$ cat config.mk
export PLATFORM = sky130hd
export DESIGN_NAME = mhtq_heap_mem
export DESIGN_NICKNAME = d
export VERILOG_FILES = /design/src/design/mhtq_pkg.sv /design/src/design/mhtq_heap_mem.sv
export SDC_FILE = /design/constraint.sdc
export NUM_CORES = 1
export LEC_CHECK = 0
export BUFFER_PORTS_ARGS = -buffer_cell sky130_fd_sc_hd__buf_2
export CORE_ASPECT_RATIO = 1.75
export CORE_MARGIN = 3
export CORE_UTILIZATION = 25
export DETAILED_ROUTE_END_ITERATION = 8
export HOLD_SLACK_MARGIN = 0.03
export PLACE_DENSITY = 0.37
export SYNTH_ARGS = -nofsm -noshare
export SYNTH_HDL_FRONTEND = slang
export SYNTH_SLANG_ARGS = --single-unit
$ cat constraint.sdc
create_clock -name clk -period 6.6 [get_ports clk]
set_input_delay 1.98 -clock clk [delete_from_list [all_inputs] [get_ports clk]]
set_output_delay 1.98 -clock clk [all_outputs]
set_load 0.02 [all_outputs]
$ cat src/design/mhtq_pkg.sv
`timescale 1ns / 1ps
// ----------------------------------------------------------------------------
// mhtq_pkg
// Shared types, codes and default sizes of the min-heap timer queue.
// ----------------------------------------------------------------------------
package mhtq_pkg;

  localparam int HEAP_DEPTH_DEF = 32;
  localparam int ID_COUNT_DEF   = 1024;

  localparam int ID_W  = 10;
  localparam int TMO_W = 16;
  localparam int EX_W  = 32;

  // Request functions.
  localparam logic [1:0] F_ADD    = 2'd0;
  localparam logic [1:0] F_ADJUST = 2'd1;
  localparam logic [1:0] F_TICK   = 2'd2;
  localparam logic [1:0] F_CLEAR  = 2'd3;

  // Result kinds.
  localparam logic [1:0] K_DONE      = 2'd0;
  localparam logic [1:0] K_EXPIRED   = 2'd1;
  localparam logic [1:0] K_NOT_FOUND = 2'd2;
  localparam logic [1:0] K_FULL      = 2'd3;

  typedef struct packed {
    logic [ID_W-1:0] id;
    logic [EX_W-1:0] ex;
  } entry_t;

  // True when expiry a comes strictly before expiry b on the wrapped clock.
  function automatic logic earlier(input logic [EX_W-1:0] a, input logic [EX_W-1:0] b);
    logic [EX_W-1:0] diff;
    diff = a - b;
    return diff[EX_W-1];
  endfunction

endpackage

$ cat src/design/mhtq_heap_mem.sv
`timescale 1ns / 1ps
// ----------------------------------------------------------------------------
// mhtq_heap_mem
// Heap slot store: one write port, two registered read ports.
// ----------------------------------------------------------------------------
module mhtq_heap_mem
  import mhtq_pkg::*;
#(
  parameter int HEAP_DEPTH = HEAP_DEPTH_DEF,
  parameter int HAW        = $clog2(HEAP_DEPTH)
) (
  input  logic           clk,
  input  logic           rd_en,
  input  logic [HAW-1:0] rda_addr,
  input  logic [HAW-1:0] rdb_addr,
  output entry_t         rda_data,
  output entry_t         rdb_data,
  input  logic           wr_en,
  input  logic [HAW-1:0] wr_addr,
  input  entry_t         wr_data
);

  entry_t mem [HEAP_DEPTH];

  always_ff @(posedge clk) begin
    if (wr_en) begin
      mem[wr_addr] <= wr_data;
    end
  end

  always_ff @(posedge clk) begin
    if (rd_en) begin
      rda_data <= mem[rda_addr];
      rdb_data <= mem[rdb_addr];
    end
  end

endmodule

==> run summary, run 1 <==
status: finished, final reports clean
startpoint type of the worst setup path: input port
Worst Hold End: rda_data[25]
power share of the clock group: 41.4%
top cells by area, synth: edfxtp_1 65%, mux2i_1 20%, a22oi_1 4.8%
Min-Delay Path Class: register to register
Final #Nets: 4636
Logic pwr share: 9.0%
PD cells: 270.8 mW/mm^2
Detailed Routing Iterations Pass 1: 5
r2r worst-path depth: 5
Reg clk slew, reported paths: 60 ps
Avg WL per Cell: 34.22 um
dpl cell area: 0.07168 mm^2
Post-Route WL: 282100 um
Fin Clk Skew: 19.40 ps
fin crit share: 66.47%
gr ovfl total: 0
syn avg cell area: 14.93 um^2
switching share of total power: 24.82%
Final min period: 4387 ps
Netlist cell types: 26
clk sinks: 1428
synthesis-to-finish area growth: 15.64%
Worst Hold Launch: mem[16][25]
Yosys top cell by area: edfxtp_1
Least-Margin Pin Slew: 1238 ps
register share of total power: 49.6%
register area share after synthesis: 64.80%
Internal: 0.01558 W
Post-Layout Cell Count: 8246
pin count of the biggest net entering global routing: 79
Final setup viols: 0
Max IR drop VDD: 175.1 uV
required time of the critical path: 7040 ps
worst reg-to-reg setup slack: 4820 ps
Vias: 41950
static leakage: 27.25 nW
CTS Hold Buffers Added: 0
Max-slew headroom: 17.25%
Fin. Hold Viols: 0
DRC Markers: 0
Worst setup EP type: register
count of port buffers added during placement: 143
fill count: 26510
cts bufs inserted: 153
Longest Clk Path Bufs: 4
Arr. time, crit path: 4830 ps
number of global-route vias before repair: 44150
most common cell after layout, fill and taps aside: edfxtp_1
dpl cells: 7935
Tot GR Track Use: 20.27%
RSZ-0062 raised after global routing: false
WS Path Type: input port to register
layout cells sized above 1: 12.35%
die area: 0.2712 mm^2
commonest cells after routing, fill and taps aside: 1428 x edfxtp_1, 1344 x mux2i_1, 420 x a22oi_1, 296 x nand3_1, 169 x nand2_1
Row Count: 249
post-route cell area: 0.07653 mm^2
Iter 0 DRT Violations: 2902
max-cap violations: 0
post-synth top area share: 64.80%
Slew Limit Fails: 0
Root Buffer: clkbuf_16
Initial Util: 25.17%
dpl hpwl: 167700 um
initial antenna violation count: 32
Syn Nets: 4492
P_sw: 0.005143 W
GP Congestion: 0.7579
H-tree level count: 4
Die X-Extent: 394.9 um
vias per cell: 5.087
cells resized by post-CTS repair: 0
first-pass GRT wire length: 381200 um
worst r2r src: mem[7][12]
Hold Path Depth: 4
TNS Setup: 0 ps
I/O pins: 144
r2r endpoint: rda_data[12]
Cells after Synth: 4432
CTS tree: yes
Post-CTS Setup Inserts: 0
Worst Path Max Fanout: 16
fmax: 228.0 MHz
flops & latches, synth: 1428
DRT antenna net count: 0
synthesis warning total: 0
Netlist Area Pre-Place: 0.06617 mm^2
core area: 0.2629 mm^2
worst skew pair latency: 810 ps
Die H: 686.6 um
[worst max path at each step]
stage	from	cells past startpoint	slack, ps	to
2_1_floorplan	wr_addr[1]	3	1750	mem[12][0]
3_3_place_gp	wr_addr[0]	4	1330	mem[30][14]
3_5_place_dp	wr_addr[0]	4	1330	mem[30][14]
4_1_cts	wr_addr[0]	4	2220	mem[30][15]
5_1_grt	wr_addr[0]	4	2200	mem[30][18]
6_report	wr_addr[0]	4	2210	mem[30][15]
[worst max-delay path, cell delays in order]
cell	delay (ps)
buf_2	130
nand3b_1	790
nor2_4	1270
buf_4	560
[per-layer routing]
metal / wire length [um] / global-route usage (%) / vias to the layer above
met5: 67 / 0 / -
li1: - / - / 18020
met2: 151000 / 38.07 / 1007
met3: 9017 / 1.981 / 370
met4: 9322 / 7.048 / 10
met1: 112700 / 23.85 / 22540
[flip-flops by register name, indices dropped and copies added, names as in the netlist]
signal    flops
rda_data     42
rdb_data     42
mem        1344
[synthesized netlist by cell type, drive strengths merged]
cell type     n
edfxtp     1428
mux2i      1344
a22oi       420
nand3       296
buf         219
nand2       170
a21oi       168
clkbuf      120
a22o         84
a31oi        42
nand4        42
nor3         42
nor2         36
nand3b        5
nor2b         5
and2          3
nand2b        3
or3b          3
or2           1
or3           1
[logic make-up after synthesis]
group           Yosys count  synth area share, %
mux                    1344                20.33
flops                  1428                64.80
buf+inv                 339                2.982
compound gates          714                7.544
simple gates            607                4.345
[power groups by stage]
stage	Clock [W]	Combinational (W)	Sequential [W]
after CTS	0.00884	0.00190	0.0103
final	0.00857	0.00187	0.0103
after global routing	0.00914	0.00197	0.0103
after floorplan	0	0.000966	0.0105
after detailed placement	0	0.00190	0.0105
after global placement	0	0.00190	0.0105
[per-stage QoR]
| stage | hold slack [ps] | total power, W | setup WS, ps | util (%) |
|---|---|---|---|---|
| 2_1_floorplan | 656.0 | 0.01143 | 1752 | - |
| 3_3_place_gp | 700.9 | 0.01239 | 1328 | 27.26 |
| 3_5_place_dp | 696.8 | 0.01239 | 1334 | 27.26 |
| 4_1_cts | 722.7 | 0.02104 | 2216 | 29.05 |
| 5_1_grt | 774.4 | 0.02141 | 2199 | 29.10 |
| 6_report | 708.5 | 0.02072 | 2213 | 29.10 |
[final cells by class]
cell class	instances	area (um^2)	share of cell area (%)
multi-input combinational	2665	21660	28.30
timing repair buffer	328	2744	3.586
sequential	1428	42880	56.03
clock inverter	67	656.9	0.8584
antenna	53	132.6	0.1733
clock buffer	191	4056	5.301
tap	3514	4397	5.745
No activity file was read; power rests on OpenSTA's default activity.
==> run 2: changes to the inputs <==
Settings changed: ABC_AREA set to 1, PLACE_DENSITY 0.37 to 0.38.
Clock period 6.6 ns to 4 ns, I/O delays scaled along.
==> run 2 against run 1 <==
Global-route usage grew 1.3 points. Critical endpoint is now rdb_data[40]. Clock skew increased by 17 ps. Design area increased by 6.3%. Largest cell class unchanged. Worst hold slack better by 130 ps. Via count rose by 42%. Setup slack got worse by 1100 ps. Combinational power increased by 110%. Wire length is 12% higher. Synthesized cell count up 77%. Largest power group unchanged.
==> run summary, run 2 <==
Netlist cell types: 14 (-46%)
count of port buffers added during placement: 143 (unchanged)
CTS Hold Buffers Added: 0 (unchanged)
fmax: 351.4 MHz
synthesis-to-finish area growth: 15.71% (about the same)
vias per cell: 5.130 (+0.85%)
count leader, synth: nand2_1
top cells by area, synth: edfxtp_1 61%, nand2_1 20%, nand3_1 14%
H-tree level count: 4 (unchanged)
Least-Margin Pin Slew: 838.0 ps (-400.3 ps)
post-synth top area share: 61.01% (-3.8 points)
Row Count: 256 (+2.8%)
crit path cell chain: buf_2
Final setup viols: 0 (unchanged)
DRC Markers: 0 (unchanged)
Detailed Routing Iterations Pass 1: 6 (+1)
core area: 0.2787 mm^2 (+6.0%)
Vias: 59400 (+42%)
GP Congestion: 0.7929 (+4.6%)
status: finished, final reports clean
Min-Delay Path Class: register to register
cts bufs inserted: 153 (unchanged)
cells resized by post-CTS repair: 0 (unchanged)
Yosys top cell by area: edfxtp_1
post-route cell area: 0.08133 mm^2 (+6.3%)
PD cells: 429.3 mW/mm^2 (+59%)
Worst Path Max Fanout: 1 (-15)
number of global-route vias before repair: 59570 (+35%)
syn avg cell area: 8.946 um^2 (-40%)
synthesis warning total: 0 (unchanged)
die area: 0.2878 mm^2 (+6.1%)
Reg clk slew, reported paths: 70 ps (about the same)
CP max stage cell: edfxtp_1
Final min period: 2846 ps
first-pass GRT wire length: 446500 um (+17%)
WS Path Type: register to output port
asr flop ratio synth: 0% (unchanged)
slowest stage delay, CP: 580 ps (-690 ps)
worst reg-to-reg setup slack: 2470 ps (-2350 ps)
worst skew pair latency: 830 ps (+20 ps)
layout cells sized above 1: 8.051% (-4.3 points)
Die X-Extent: 406.8 um (+3.0%)
Post-CTS Setup Inserts: 0 (unchanged)
post-route met1 wirelength: 130300 um (+16%)
Worst Hold End: rda_data[13]
Post-synth top cells: 3780 x nand2_1, 2028 x nand3_1, 1428 x edfxtp_1, 340 x buf_2, 137 x clkbuf_1
Longest Clk Path Bufs: 4 (unchanged)
dpl cell area: 0.07662 mm^2 (+6.9%)
r2r endpoint: rdb_data[11]
initial antenna violation count: 31 (-3.1%)
Die H: 707.4 um (+3.0%)
DRT antenna net count: 0 (unchanged)
dpl hpwl: 172900 um (+3.1%)
Initial Util: 25.22% (+0.057 points)
RSZ-0062 raised after global routing: false
max FFs per register: 1344 (unchanged)
Worst Hold Launch: mem[11][13]
most common cell after layout, fill and taps aside: nand2_1
Worst setup EP type: output port
Post-Route WL: 317000 um (+12%)
Netlist Area Pre-Place: 0.07029 mm^2 (+6.2%)
Largest regs: mem (1344), rda_data (42), rdb_data (42)
Max IR drop VDD: 329.7 uV (+88%)
Cells after Synth: 7857 (+77%)
clk sinks: 1428 (unchanged)
TNS Setup: 0 ps (unchanged)
Hold Path Depth: 8 (+4)
Fin. Hold Viols: 0 (unchanged)
I/O pins: 144 (unchanged)
max-cap violations: 0 (unchanged)
required time of the critical path: 2800 ps (-4240 ps)
fin crit share: 71.14%
Fin Clk Skew: 36.35 ps (+16.95 ps)
CTS tree: yes
Post-synth EDFFs: 1428 (unchanged)
register area share after synthesis: 61.01% (-3.8 points)
worst r2r src: mem[30][11]
cell family with most CP delay: flip-flops
r2r worst-path depth: 8 (+3)
Arr. time, crit path: 1650 ps (-3180 ps)
Slew Limit Fails: 0 (unchanged)
gr ovfl total: 0 (unchanged)
Max-slew headroom: 44.13% (+27 points)
Critical path buffers and inverters: 1 (-1)
flops & latches, synth: 1428 (unchanged)
Syn Nets: 7917 (+76%)
Final #Nets: 7902 (+70%)
metal2 WL: 155800 um (+3.2%)
Iter 0 DRT Violations: 5181 (+79%)
met3 wire len: 17590 um (+95%)
static leakage: 31.45 nW (+15%)
Root Buffer: clkbuf_16
pin count of the biggest net entering global routing: 113 (+43%)
commonest cells after routing, fill and taps aside: 3780 x nand2_1, 2028 x nand3_1, 1428 x edfxtp_1, 157 x clkbuf_16, 133 x buf_4
startpoint type of the worst setup path: register
Tot GR Track Use: 21.55% (+1.3 points)
top sig layer: met5
largest reg by FF count: mem
Avg WL per Cell: 27.37 um (-20%)
Primary FF master, synth: edfxtp_1
[run 2: final cells by class]
class | instances | area (um^2)
fillers | 29010 | 197300
flip-flops and latches | 1428 | 42880
multi-input cells | 5840 | 24700
well taps | 3612 | 4519
repair buffers | 404 | 4385
clock buffers | 194 | 4068
clock inverters | 68 | 603.1
inverters | 15 | 133.9
diodes | 18 | 45.04
[run 2: cells by family (layout without fill, tap and decap cells)]
family | count (synthesis) | in the layout | share of synthesized area, %
buffers and inverters | 589 | 681 | 4.196
flip-flops | 1428 | 1428 | 61.01
other | 0 | 18 | 0
AND/OR/NAND/NOR | 5840 | 5840 | 34.80
[run 2: report_power, final]
part	internal, W	switching (W)	total [W]	leakage (nW)
Clock	0.00788	0.00626	0.0141	2.28
Sequential	0.0167	0.000145	0.0169	13.0
Combinational	0.00104	0.00285	0.00388	16.2
[run 2: worst max-delay path by stage]
stage,from,endpoint,cells after the start
5_1_grt,rdb_data[40],rdb_data[40],1
2_1_floorplan,wr_addr[0],mem[8][0],3
3_3_place_gp,rdb_addr[0],rdb_data[9],12
6_report,rdb_data[40],rdb_data[40],1
4_1_cts,rdb_data[40],rdb_data[40],1
3_5_place_dp,rdb_addr[0],rdb_data[9],12
[run 2: metrics by stage]
| stage | setup WS, ps | hold slack (ps) | power (W) | utilization [%] | std cells |
|---|---|---|---|---|---|
| final | 1154 | 842.1 | 0.03491 | 29.19 | 11580 |
| after global routing | 1094 | 883.9 | 0.03613 | 29.18 | 11570 |
| after CTS | 1045 | 816.2 | 0.03536 | 29.17 | 11560 |
| after detailed placement | 719.9 | 847.4 | 0.02112 | 27.49 | 11300 |
| after global placement | 715.8 | 846.3 | 0.02114 | 27.49 | 11300 |
| after floorplan | 290.0 | 789.5 | 0.01928 | - | 7857 |
[run 2: metal layers]
layer | track usage [%] | vias up
met5 | 0 | -
met4 | 8.578 | 18
met3 | 2.753 | 619
met2 | 37.27 | 2208
met1 | 27.07 | 29900
li1 | - | 26650
